[src/design/q2e_pkg.sv]
// Shared types, widths and constants for the quaternion to Euler angle unit.
`default_nettype none
package q2e_pkg;

  localparam int Q_W    = 16;
  localparam int P_W    = 32;
  localparam int S_W    = 34;
  localparam int SQ_W   = 57;
  localparam int RT_W   = 58;
  localparam int ROOT_W = 29;
  localparam int SQRT_CELLS = 29;
  localparam int CX_W   = 37;
  localparam int CZ_W   = 35;

  localparam logic signed [S_W-1:0]  ONE_Q28  = 34'sd268435456;
  localparam logic signed [S_W-1:0]  MONE_Q28 = -34'sd268435456;
  localparam logic [SQ_W-1:0]        FULL_SQ  = 57'h100000000000000;
  localparam logic signed [CZ_W-1:0] PI_Q30   = 35'sd3373259426;
  localparam logic signed [15:0]     PI_Q13      = 16'sd25736;
  localparam logic signed [15:0]     HALF_PI_Q13 = 16'sd12868;

  localparam logic [31:0] ATAN_Q30 [32] = '{
    32'h3243F6A8, 32'h1DAC6705, 32'h0FADBAFC, 32'h07F56EA6, 32'h03FEAB76, 32'h01FFD55B,
    32'h00FFFAAA, 32'h007FFF55, 32'h003FFFEA, 32'h001FFFFD, 32'h000FFFFF, 32'h0007FFFF,
    32'h0003FFFF, 32'h0001FFFF, 32'h0000FFFF, 32'h00007FFF, 32'h00003FFF, 32'h00001FFF,
    32'h00000FFF, 32'h000007FF, 32'h000003FF, 32'h000001FF, 32'h000000FF, 32'h0000007F,
    32'h0000003F, 32'h0000001F, 32'h0000000F, 32'h00000008, 32'h00000004, 32'h00000002,
    32'h00000001, 32'h00000000
  };

  typedef struct packed {
    logic signed [S_W-1:0] sr;
    logic signed [S_W-1:0] cr;
    logic signed [S_W-1:0] sp;
    logic signed [S_W-1:0] sy;
    logic signed [S_W-1:0] cy;
    logic                  hi;
    logic                  lo;
  } side_t;

  typedef struct packed {
    logic signed [CX_W-1:0] x;
    logic signed [CX_W-1:0] y;
    logic signed [CZ_W-1:0] z;
    logic                   zero;
    logic                   hi;
    logic                   lo;
  } vec_t;

endpackage
`default_nettype wire

[src/design/q2e_sqrt_cell.sv]
// One digit cell of the pipelined integer square root, carrying side data along.
`default_nettype none
module q2e_sqrt_cell #(
  parameter int K = 0
) (
  input  wire logic                        clk,
  input  wire logic                        en,
  input  wire logic [q2e_pkg::SQ_W-1:0]    rem_i,
  input  wire logic [q2e_pkg::RT_W-1:0]    root_i,
  input  wire q2e_pkg::side_t              side_i,
  output logic      [q2e_pkg::SQ_W-1:0]    rem_r,
  output logic      [q2e_pkg::RT_W-1:0]    root_r,
  output q2e_pkg::side_t                   side_r
);

  localparam logic [q2e_pkg::RT_W-1:0] BIT = q2e_pkg::RT_W'(1) << (2 * K);

  logic [q2e_pkg::RT_W-1:0] trial;
  logic                     ge;
  logic [q2e_pkg::SQ_W-1:0] rem_nxt;
  logic [q2e_pkg::RT_W-1:0] root_nxt;

  always_comb begin
    trial = root_i + BIT;
    ge    = {1'b0, rem_i} >= trial;
    if (ge) begin
      rem_nxt  = rem_i - trial[q2e_pkg::SQ_W-1:0];
      root_nxt = (root_i >> 1) + BIT;
    end else begin
      rem_nxt  = rem_i;
      root_nxt = root_i >> 1;
    end
  end

  always_ff @(posedge clk) begin
    if (en) begin
      rem_r  <= rem_nxt;
      root_r <= root_nxt;
      side_r <= side_i;
    end
  end

endmodule
`default_nettype wire

[config.mk]
export PLATFORM = sky130hd
export DESIGN_NAME = q2e_sqrt_cell
export DESIGN_NICKNAME = d
export VERILOG_FILES = /design/src/design/q2e_pkg.sv /design/src/design/q2e_sqrt_cell.sv
export SDC_FILE = /design/constraint.sdc
export NUM_CORES = 1
export LEC_CHECK = 0
export BUFFER_PORTS_ARGS = -buffer_cell sky130_fd_sc_hd__buf_4
export CAP_MARGIN = 0
export CORE_AREA = 2 2 225 227
export CTS_BUF_LIST = sky130_fd_sc_hd__clkbuf_4 sky130_fd_sc_hd__clkbuf_8
export DETAILED_ROUTE_END_ITERATION = 10
export DIE_AREA = 0 0 227 229
export PLACE_DENSITY_LB_ADDON = 0.2
export SLEW_MARGIN = 15
export SYNTH_ARGS = -nofsm -noshare
export SYNTH_HDL_FRONTEND = slang
export SYNTH_SLANG_ARGS = --single-unit
export TNS_END_PERCENT = 1
[constraint.sdc]
create_clock -name clk -period 11 [get_ports clk]
set_clock_uncertainty 0.15 [all_clocks]
set_input_delay 2.2 -clock clk [delete_from_list [all_inputs] [get_ports clk]]
set_output_delay 2.2 -clock clk [all_outputs]
set_load 0.005 [all_outputs]
==> results.txt <==
- Number of gates resized after CTS: 0
* Total half-perimeter wirelength after legalization and detailed placement: approximately 52000 um
* Transition time of the tightest slew-check pin: 1080 ps
* Number of iterations in the first detailed-routing pass: 5
- Wire length of the first global-routing pass: 91000 um
* CTS clock-pin slew for the worst setup and hold paths: approximately 60 ps
- Die ar.: around 52000 um^2
* GPL Wtd Cong: between 0.9 and 1
- The cell sitting at the root of the clock tree is a clkbuf_8.
- The flow ran to the end, and the final reports show no timing, DRC or antenna violations.
- Along the worst path, the maximum fanout reaches just over 40.
* Commonest non-fill, non-tap cell in the layout: buf_4
- After detailed routing, the average wire length per cell comes to 25.2 um.
* Required time worst endpoint: between 10000 and 15000 ps
- TritonCTS built the clock tree.
* TritonCTS buffer count: 53
* Synth Net Count: between 1.5k and 2k
* Unrepaired setup endpoints after global routing: false
- Using the TritonRoute via totals, the vias-per-cell ratio works out to between 4 and 5.
* # Post-CTS Setup Buffers: 0
- STA classifies the critical path endpoint as a flop.
- IR analysis of the VDD net gives a maximum drop of 0.0778 mV.
- Once layout is complete, the cells apart from fillers number 2612.
- The worst setup path is launched from an input port.
* Overall overflow remaining after global route: 0
- The critical path in this run is classified as in2reg.
- The via count of the first global-routing pass is ~13k.
- After technology mapping, the gate count stands at approximately 1.3k.
- The number of hold violations in the final report was 0.
- The kind of cell with the highest combined delay along the critical path is simple AND/OR/NAND/NOR gates.
* Max Freq: around 130 MHz
- In this run the power density over the cells is 145 nW/um^2.
- At the worst endpoint, the arrival time is 8130 ps.
* Mapped Area: roughly 15000 um^2
- Time the worst path needs with I/O delays and setup: approximately 7900 ps
- Primary FF master, synth: edfxtp_1
- Commonest non-fill, non-tap cells in the layout: buf_4 (579), edfxtp_1 (287), nand2_1 (157), o21ai_0 (83), xnor2_1 (80)
- For this run, design rule violations remaining after detail routing come to 0.
- Synthesis instantiated 68 different standard cells from the library.
- Total Neg Setup Slack: 0 ps
* Row count: between 80 and 90
* Hold WC Path Type: in2reg
- Antenna violations before repair: 19
* # setup viols final: 0
* Number of H-tree levels: 2
- Average instance area after synthesis: between 10 and 15 um^2
* Antenna violation net count after detailed routing: 0
* Post-synth ARST share: 0%
- After filler insertion, the fill cell instance count of the layout stands at 4892.
- Slew Limit Headroom: between 20 and 30%
- YS warnings: 0
- In the final layout, the share of cells above drive strength 1 is between 30 and 40%.
- Entering global routing, the biggest net connects 184 pins.
- The final layout contains approximately 2.2k nets.
* Share of synthesized area occupied by flip-flops and latches: between 50% and 60%
- Counting every sink on the clock net gives about 290.
- Relative to the synthesized area, the layout overhead comes to 40.7%.
* Crit-path cells: buf_4, ha_1, nand4_1, nor2_1, buf_4, and3_1, nand3_1, nor4_1, and3_1, nand4_1, xor2_1, ha_1, nand4_1, nor4_1, nand3_1, a2111oi_1, nor2_1, nand2_1, buf_4, nand2_1, nor4_1
- In this run, the number of DRC markers left after iteration 0 of detailed routing was approximately 1.0k.
- Once layout is complete, the utilization of the core stands at approximately 42%.
- Counting flops with a built-in enable in the synthesized netlist gives 287.
- Placed Instances: between 2k and 3k
* Standard cell with the maximum stage delay on the critical path: nor4_1
- Total of flip-flops plus latches after synthesis: ~290
- Pin placement for this block handled about 580 I/O pins.
- Peak per-stage delay on the critical path: approximately 600 ps
- Across the run, the number of max-cap violations was 0.
- Share of the cycle needed by the critical path after routing: between 70 and 80%
- For this configuration, the core starts out at a cell density of a little under a third.
- Total power for the finished layout comes to just over 3 mW.
- Height of the chip: 229 um
- Leakage Power: around 8.6 nW
- The total area inside the core boundary comes to 49700 um^2.
- Buffers placed on the I/O ports in this run total ~580.
- Final-report max-slew violation count: 0
- No sink is reached through more buffers than the 3 on the longest clock path.
- Global routing used 24.4% of the available tracks across all layers.
- Summed over all layers, the routed wires come to ~66000 um.
- Together, buffers and inverters on the worst path number 3.
- In this run the horizontal extent of the chip is roughly 230 um.
* Vias after detailed routing: roughly 13k
* Post-cts hold buffer count: 0
[Yosys cell counts, types with 8 or more instances]
master / number / area share (%)
and2_1: 9 / 0.38
clkbuf_1: 28 / 0.70
xor2_1: 78 / 4.6
nor2b_1: 8 / 0.33
xnor2_1: 80 / 4.7
buf_2: 16 / 0.53
a31oi_1: 11 / 0.46
o211ai_1: 9 / 0.45
nand4_1: 39 / 1.6
nor3_1: 36 / 1.2
a21o_1: 22 / 1.1
nor2_1: 68 / 1.7
o21bai_1: 8 / 0.40
inv_1: 28 / 0.70
and3_1: 34 / 1.4
a211oi_1: 13 / 0.65
o21ai_0: 83 / 2.8
nand2b_1: 8 / 0.33
nand3_1: 52 / 1.7
a21oi_1: 70 / 2.3
ha_1: 59 / 4.9
or3_1: 8 / 0.33
edfxtp_1: 287 / 57
nor4_1: 8 / 0.33
nand2_1: 157 / 3.9
[registers in the layout, indices dropped and copies added (netlist names)]
register	count
side_r	172
rem_r	57
root_r	58
[per-stage QoR]
stage | worst slack [ps] | instance area [um^2] | hold slack (ps)
after global placement | 2620 | 20000 | 2230
after global routing | 2650 | 21100 | 1530
final | 3090 | 21100 | 1580
after detailed placement | 2560 | 20000 | 2230
after floorplan | 3990 | 15000 | 2150
after CTS | 3250 | 21100 | 1520
[power breakdown]
group          switching, mW  internal, mW
Clock                  0.483         0.606
Sequential            0.0351          1.32
Combinational          0.333         0.286
[final timing paths]
kind / start / to / cells after the start
worst max-delay path: root_i[2] / root_r[57]$_SDFFCE_PN0P_ / 21
worst min-delay path: side_i[3] / side_r[3]$_DFFE_PP_ / 1
[area by class of cell]
cell class | count | area (um^2) | area share, %
antenna | 10 | 25.0 | 0.119
clock buffer | 70 | 863 | 4.09
clock inverter | 27 | 230 | 1.09
inverter | 28 | 105 | 0.498
multi-input combinational | 937 | 6030 | 28.6
sequential | 287 | 8620 | 40.9
tap | 672 | 841 | 3.99
timing repair buffer | 581 | 4380 | 20.8
[routing by layer]
layer / vias up / wire length [um] / GRT usage [%]
met2: 553 / 32000 / 41.1
met1: 6321 / 26800 / 30.6
met5: - / 131 / 0
met3: 108 / 5050 / 6.43
li1: 6056 / - / -
met4: 18 / 1740 / 7.46
[logic make-up (layout without fill, tap and decap cells)]
family | after synthesis | after routing | synth area share (%)
buffers and inverters | 83 | 706 | 2.34
muxes | 1 | 1 | 0.0751
and+or+nand+nor | 461 | 461 | 15.3
adders and majority gates | 60 | 60 | 5.06
AOI/OAI and AO/OA | 257 | 257 | 10.6
xor gates and xnor gates | 158 | 158 | 9.23
DFF | 287 | 287 | 57.5
other | 0 | 10 | 0
Note: power is estimated with default switching activity, not from simulation.
