File: src/design/q2e_pkg.sv
// Shared types, widths and constants for the quaternion to Euler angle unit.
`default_nettype none
package q2e_pkg;

  localparam int Q_W    = 16;
  localparam int P_W    = 32;
  localparam int S_W    = 34;
  localparam int SQ_W   = 57;
  localparam int RT_W   = 58;
  localparam int ROOT_W = 29;
  localparam int SQRT_CELLS = 29;
  localparam int CX_W   = 37;
  localparam int CZ_W   = 35;

  localparam logic signed [S_W-1:0]  ONE_Q28  = 34'sd268435456;
  localparam logic signed [S_W-1:0]  MONE_Q28 = -34'sd268435456;
  localparam logic [SQ_W-1:0]        FULL_SQ  = 57'h100000000000000;
  localparam logic signed [CZ_W-1:0] PI_Q30   = 35'sd3373259426;
  localparam logic signed [15:0]     PI_Q13      = 16'sd25736;
  localparam logic signed [15:0]     HALF_PI_Q13 = 16'sd12868;

  localparam logic [31:0] ATAN_Q30 [32] = '{
    32'h3243F6A8, 32'h1DAC6705, 32'h0FADBAFC, 32'h07F56EA6, 32'h03FEAB76, 32'h01FFD55B,
    32'h00FFFAAA, 32'h007FFF55, 32'h003FFFEA, 32'h001FFFFD, 32'h000FFFFF, 32'h0007FFFF,
    32'h0003FFFF, 32'h0001FFFF, 32'h0000FFFF, 32'h00007FFF, 32'h00003FFF, 32'h00001FFF,
    32'h00000FFF, 32'h000007FF, 32'h000003FF, 32'h000001FF, 32'h000000FF, 32'h0000007F,
    32'h0000003F, 32'h0000001F, 32'h0000000F, 32'h00000008, 32'h00000004, 32'h00000002,
    32'h00000001, 32'h00000000
  };

  typedef struct packed {
    logic signed [S_W-1:0] sr;
    logic signed [S_W-1:0] cr;
    logic signed [S_W-1:0] sp;
    logic signed [S_W-1:0] sy;
    logic signed [S_W-1:0] cy;
    logic                  hi;
    logic                  lo;
  } side_t;

  typedef struct packed {
    logic signed [CX_W-1:0] x;
    logic signed [CX_W-1:0] y;
    logic signed [CZ_W-1:0] z;
    logic                   zero;
    logic                   hi;
    logic                   lo;
  } vec_t;

endpackage
`default_nettype wire

File: src/design/q2e_cordic_cell.sv
// One micro-rotation cell of the vectoring CORDIC used for atan2.
`default_nettype none
module q2e_cordic_cell #(
  parameter int I = 0
) (
  input  wire logic           clk,
  input  wire logic           en,
  input  wire q2e_pkg::vec_t  vec_i,
  output q2e_pkg::vec_t       vec_r
);

  localparam logic signed [q2e_pkg::CZ_W-1:0] ANG =
    $signed({3'b000, q2e_pkg::ATAN_Q30[I]});

  logic signed [q2e_pkg::CX_W-1:0] xs;
  logic signed [q2e_pkg::CX_W-1:0] ys;
  q2e_pkg::vec_t                   vec_nxt;

  always_comb begin
    xs      = vec_i.x >>> I;
    ys      = vec_i.y >>> I;
    vec_nxt = vec_i;
    if (vec_i.y > 0) begin
      vec_nxt.x = vec_i.x + ys;
      vec_nxt.y = vec_i.y - xs;
      vec_nxt.z = vec_i.z + ANG;
    end else begin
      vec_nxt.x = vec_i.x - ys;
      vec_nxt.y = vec_i.y + xs;
      vec_nxt.z = vec_i.z - ANG;
    end
  end

  always_ff @(posedge clk) begin
    if (en) begin
      vec_r <= vec_nxt;
    end
  end

endmodule
`default_nettype wire
File: config.mk
export PLATFORM = sky130hd
export DESIGN_NAME = q2e_cordic_cell
export DESIGN_NICKNAME = d
export VERILOG_FILES = /design/src/design/q2e_pkg.sv /design/src/design/q2e_cordic_cell.sv
export SDC_FILE = /design/constraint.sdc
export NUM_CORES = 1
export LEC_CHECK = 0
export BUFFER_PORTS_ARGS = -buffer_cell sky130_fd_sc_hd__buf_2
export CORE_UTILIZATION = 45
export DETAILED_ROUTE_END_ITERATION = 7
export GPL_ROUTABILITY_DRIVEN = 0
export GPL_TIMING_DRIVEN = 0
export MAX_ROUTING_LAYER = met4
export PLACE_DENSITY = 0.72
export SLEW_MARGIN = 20
export SYNTH_ARGS = -nofsm -noshare
export SYNTH_HDL_FRONTEND = slang
export SYNTH_SLANG_ARGS = --single-unit
File: constraint.sdc
create_clock -name clk -period 5.01 [get_ports clk]
set_input_delay 0.2505 -clock clk [delete_from_list [all_inputs] [get_ports clk]]
set_output_delay 0.2505 -clock clk [all_outputs]
set_load 0.005 [all_outputs]
==> results of run 1 <==
layout make-up:
class	count	area, um^2
Sequential cell	111	3330
Clock inverter	7	55.1
Antenna cell	4	10.0
Fill cell	2317	11300
Timing Repair Buffer	226	1160
Tap cell	324	405
Multi-Input combinational cell	1028	7220
Inverter	129	484
Clock buffer	9	225
Buffer	47	196
placed cells by master, fill, tap and decap left out, drive strengths merged, types with 37 or more instances in the layout:
cell / count
inv: 128
ha: 138
a21oi: 178
o21bai: 37
o21ai: 76
buf: 246
xnor2: 87
edfxtp: 111
nor2: 120
nand2: 62
metal layers:
| layer | vias to the layer above | share of wire [%] | track usage (%) |
|---|---|---|---|
| met1 | 5156 | 41 | 36.3 |
| met3 | 121 | 9.6 | 4.52 |
| met5 | - | 0 | - |
| met2 | 731 | 45 | 44.9 |
| li1 | 5219 | - | - |
| met4 | 0 | 4.0 | 11.7 |
worst max-delay path: cells and delay by family:
family,cells,cell delay [ns]
AOI/OAI and AO/OA,9,2.14
adders and majority gates,1,0.34
buffers and inverters,3,0.83
xor gates and xnor gates,1,0.07
and+or+nand+nor,3,0.99
through the flow:
step	TNS [ns]	util, %	setup slack, ns
2_1_floorplan	0	-	0.789
3_3_place_gp	-10.31	52.3	-0.924
3_5_place_dp	-1.02	52.5	-0.284
4_1_cts	0	53.6	0.110
5_1_grt	0	53.7	0.149
6_report	0	53.7	0.483
logic make-up (layout without fill, tap and decap cells):
group                      after synthesis  after routing
AOI/OAI and AO/OA                      456            456
xor gates and xnor gates               102            102
adders and majority gates              142            142
buffers and inverters                  177            418
DFF                                    111            111
muxes                                   20             20
other                                    0              4
and+or+nand+nor                        308            308
where the power goes:
group | internal [mW] | switching [mW] | total [mW]
Clock | 0.344 | 0.372 | 0.716
Sequential | 1.23 | 0.0348 | 1.26
Combinational | 0.539 | 0.835 | 1.37
Total | 2.11 | 1.24 | 3.35
timing repair:
action,4_1_cts,5_1_grt
endpoints found under the hold margin,0,0
setup endpoints to repair,0,4
setup buffers,0,0
resized for setup,0,4
worst min-delay path by stage:
| stage | from | endpoint | slack, ns | depth (start not counted) |
|---|---|---|---|---|
| global route | vec_i[4] | vec_r[4] | 0.05 | 1 |
| floorplan | vec_i[0] | vec_r[0] | 0.35 | 0 |
| detailed placement | vec_i[4] | vec_r[4] | 0.43 | 1 |
| finish | vec_i[2] | vec_r[2] | 0.06 | 1 |
| global placement | vec_i[4] | vec_r[4] | 0.43 | 1 |
| CTS | vec_i[2] | vec_r[2] | 0.05 | 1 |
==> impl_metrics.yaml, run 1 <==
run_status:
  status: "complete, no violations"
drt:
  vias: 11227
  postRouteAntennaNets: 0
  via_per_inst: 5.96
  drt_iter0_markers: 1646
  routed_wl_um: 35900
  routedWlPerCell_um: 19.0
  drcViolationCount: 0
  first_pass_iters: 7
floorplan:
  start_util_pct: 46.0
  io_pins: 226
  die_h_um: 160
  dieArea_mm2: 0.0256
  num_rows: 57
  die-width_um: 160
  core_mm2: 0.0244
clocking:
  clkSinkCount: 111
  htreeDepth: 3
  ctsHoldBuffers: 0
  cts_buffer_depth: 2
  clk_pin_slew_ns: 0.08
  clockRootBuffer: "clkbuf_16"
  cts_buffers: 9
  cts_tree: "yes"
sta:
  max_freq_mhz: 221
  fin_crit_ns: 4.53
  rsz0062_at_grt: "no"
  maxSlewViolCount: 0
  finalCritPeriodShare_pct: 90.4
  setup_viol: 0
  hold_viol: 0
  holdWs_ns: 0.0631
  worst_pin_slew_ns: 1.04
  relSlewSlack_pct: 30.5
global_route:
  grt_pass1_vias: 10551
  grt_pass1_wl_um: 55900
  grtUsageTotal_pct: 28.5
  grt_max_degree: 64
  gr-total-overflow: 0
  antenna_found_initial: 4
critical_path:
  cp-startpoint: "vec_i[47]"
  cp_cell_sequence: "buf_2 -> nor4_1 -> nand4_1 -> nor2_1 -> a41o_1 -> clkbuf_2 -> buf_4 -> ha_1 -> o21a_1 -> a311o_1 -> o2111ai_2 -> a21oi_1 -> o31a_1 -> a221oi_4 -> o21bai_2 -> a21oi_2 -> xnor2_1"
  path_max_fanout: 25
  crit_path_start_kind: "input pin"
  cp-end-kind: "register"
  critPathCapture: "vec_r[34]"
  crit_path_top_delay_cell: "nor4_1"
  required_ns: 5.12
  arrival_ns: 4.64
  path_class: "input pin to register"
  slowest_delay_ns: 0.54
finish:
  largest_reg_flops: 111
  instances_no_fill: 1885
  areaGrowthSynthToFinish_pct: 16.5
  post-route-cell-area_mm2: 0.0131
  top_regs: "vec_r x111"
  top_register: "vec_r"
  layout-drive-gt1-share_pct: 17.0
  final_nets: 1808
yosys:
  yosys.area_share.xor_xnor_pct: 7.96
  synth_seq_area_share_pct: 29.7
  syn-num-nets: 1572
  ys_warn_count: 0
  ys.flop_type: "edfxtp_1"
  synth_cell_types: 67
  synthMostInstantiatedCell: "a21oi_1"
  syn_area_mm2: 0.0112
  ys_async_sr_fraction_pct: 0
  yosysTopAreaCell: "edfxtp_1"
  synth_top_family_by_area: "compound AO/OA/AOI/OAI gates"
  synth_cells: 1316
  synth.area.top_cells: "edfxtp_1 30%, ha_1 15%, a21oi_1 7.9%"
  synth.mux.area_fraction_pct: 1.78
  synth_commonest_cells: "177 x a21oi_1, 138 x ha_1, 124 x inv_1"
  synth_compound_area_share_pct: 25.6
  synth-adder-area-share_pct: 16.1
  syn_avg_cell_area_um2: 8.53
  synth-simple-area-share_pct: 12.8
  yosysTopAreaCellShare_pct: 29.7
  synth-edff-count: 111
  ys_ff_latch: 111
placed_design:
  post-dp-hpwl_um: 28200
  dpl_cell_area_mm2: 0.0128
  dp.cells: 1866
  port_buffers: 225
worst_hold_path:
  hold_path_class: "input pin to register"
power:
  ir_drop_v: 0.000150
  totalPowerFinal_mw: 3.35
  leakage_nw: 5.78
  power.density_mw_per_mm2: 256
flow_run:
  drv_cap: 0
(Power assumes the default switching activity.)
==> inputs of run 2 (changes only) <==
--- a/config.mk
+++ b/config.mk
@@ -6,6 +6,7 @@
 export NUM_CORES = 1
 export LEC_CHECK = 0
 export BUFFER_PORTS_ARGS = -buffer_cell sky130_fd_sc_hd__buf_2
+export CORE_ASPECT_RATIO = 0.7
 export CORE_UTILIZATION = 45
 export DETAILED_ROUTE_END_ITERATION = 7
 export GPL_ROUTABILITY_DRIVEN = 0
==> impl_metrics.yaml, run 2 (synthesis gave the netlist of run 1 again) <==
run_status:
  status: "complete, no violations"
drt:
  routed_wl_um: 37400
  postRouteAntennaNets: 0
  routedWlPerCell_um: 19.9
  via_per_inst: 5.98
  drcViolationCount: 0
  first_pass_iters: 6
  drt_iter0_markers: 1476
  vias: 11213
power:
  power_frac_seq_pct: 37.6
  totalPowerFinal_mw: 3.37
  combinationalPowerShare_pct: 41.4
  p_clk_share_pct: 21.0
  p_int_mw: 2.11
  leakage_nw: 5.78
  p_switching_mw: 1.26
  power.density_mw_per_mm2: 258
  ir_drop_v: 0.000166
  swShare_pct: 37.3
global_route:
  grt_pass1_wl_um: 56800
  gr-total-overflow: 0
  grt_max_degree: 80
  grt_pass1_vias: 10438
  antenna_found_initial: 0
  grtUsageTotal_pct: 29.6
floorplan:
  die-width_um: 191
  core_mm2: 0.0241
  dieArea_mm2: 0.0256
  num_rows: 47
  die_h_um: 134
  io_pins: 226
  start_util_pct: 46.7
clocking:
  ctsHoldBuffers: 0
  cts_tree: "yes"
  clk_pin_slew_ns: 0.08
  cts_buffer_depth: 2
  clockRootBuffer: "clkbuf_16"
  htreeDepth: 3
  clkSinkCount: 111
  cts_buffers: 9
finish:
  final_nets: 1808
  top_register: "vec_r"
  layout-drive-gt1-share_pct: 17.0
  largest_reg_flops: 111
  nFillCells: 2289
  areaGrowthSynthToFinish_pct: 16.3
  final_cell_mix: "230 x buf_2, 177 x a21oi_1, 138 x ha_1"
  final_common_cell: "buf_2"
  num_antenna_cells: 0
  top_regs: "vec_r x111"
critical_path:
  path_max_fanout: 25
  crit_path_start_kind: "input pin"
  cp-startpoint: "vec_i[49]"
  required_ns: 5.12
  cp-end-kind: "register"
  path_class: "input pin to register"
  arrival_ns: 4.92
sta:
  hold_viol: 0
  finalCritPeriodShare_pct: 95.8
  fin_crit_ns: 4.80
  holdWs_ns: 0.0541
  fin_setup_tns_ns: 0
  rsz0062_at_grt: "no"
  worst_pin_slew_ns: 1.08
  maxSlewViolCount: 0
  max_freq_mhz: 208
  setup_viol: 0
  relSlewSlack_pct: 28.1
  fin_ws_ns: 0.209
worst_hold_path:
  hold_path_class: "input pin to register"
  hold_start: "vec_i[0]"
placed_design:
  place_ws_ns: -0.532
  port_buffers: 225
  post-dp-hpwl_um: 29900
flow_run:
  drv_cap: 0
-- run 2: cell types whose count changed in the layout (fill, tap and decap cells not counted), sizes merged --
cell      delta
clkinvlp     -1
clkbuf       +1
diode        -4
clkinv       -2
inv          +1
-- run 2: layout make-up --
class	count	area [um^2]	share of cell area [%]
clock buffers	10	229	1.75
flip-flops and latches	111	3330	25.5
clock inverters	5	41.3	0.316
repair buffers	226	1160	8.88
plain buffers	47	196	1.50
inverters	129	484	3.71
multi-input cells	1028	7220	55.3
well taps	318	398	3.05
-- run 2: critical path: stages --
cell and delay, ns:
buf_2 0.16, nor4_1 0.48, nand4_1 0.27, nor2_1 0.33, a41o_1 0.30, clkbuf_2 0.30
buf_4 0.42, ha_1 0.34, o21a_1 0.14, a311o_1 0.42, o2111ai_2 0.24, a21oi_1 0.15
o31a_1 0.40, a221oi_4 0.35, o21ai_0 0.15, xor2_1 0.17
-- run 2: power groups by stage --
stage                     sequential [mW]  clock, mW  combinational [mW]
final                                1.27      0.708                1.40
after global placement               1.29          0                1.33
after CTS                            1.27      0.727                1.36
after floorplan                      1.31          0               0.807
after global routing                 1.28      0.754                1.50
after detailed placement             1.29          0                1.35
-- run 2: worst paths after layout --
kind / to / slack, ns / cells past startpoint
worst min-delay path: vec_r[0] / 0.05 / 1
worst max-delay path: vec_r[36] / 0.21 / 16
-- run 2: per-layer routing --
metal  vias to the layer above  wire, um  global-route usage [%]
met2                       759     15100                    40.7
li1                       5206         -                       -
met4                         0       998                    9.07
met5                         -         0                       -
met1                      5171     16200                    41.2
met3                        77      5090                    8.74
-- run 2: through the flow --
step / util, % / instances / cell area, um^2
3_3_place_gp: 53.0 / 1859 / 12800
5_1_grt: 54.3 / 1874 / 13100
2_1_floorplan: - / 1316 / 11200
3_5_place_dp: 53.2 / 1860 / 12800
6_report: 54.3 / 1874 / 13100
4_1_cts: 54.3 / 1874 / 13100
-- run 2: repair_timing --
| item | 4_1_cts | 5_1_grt |
|---|---|---|
| buffers inserted | 0 | 0 |
| resized for setup | 1 | 3 |
| setup endpoints to repair | 3 | 4 |
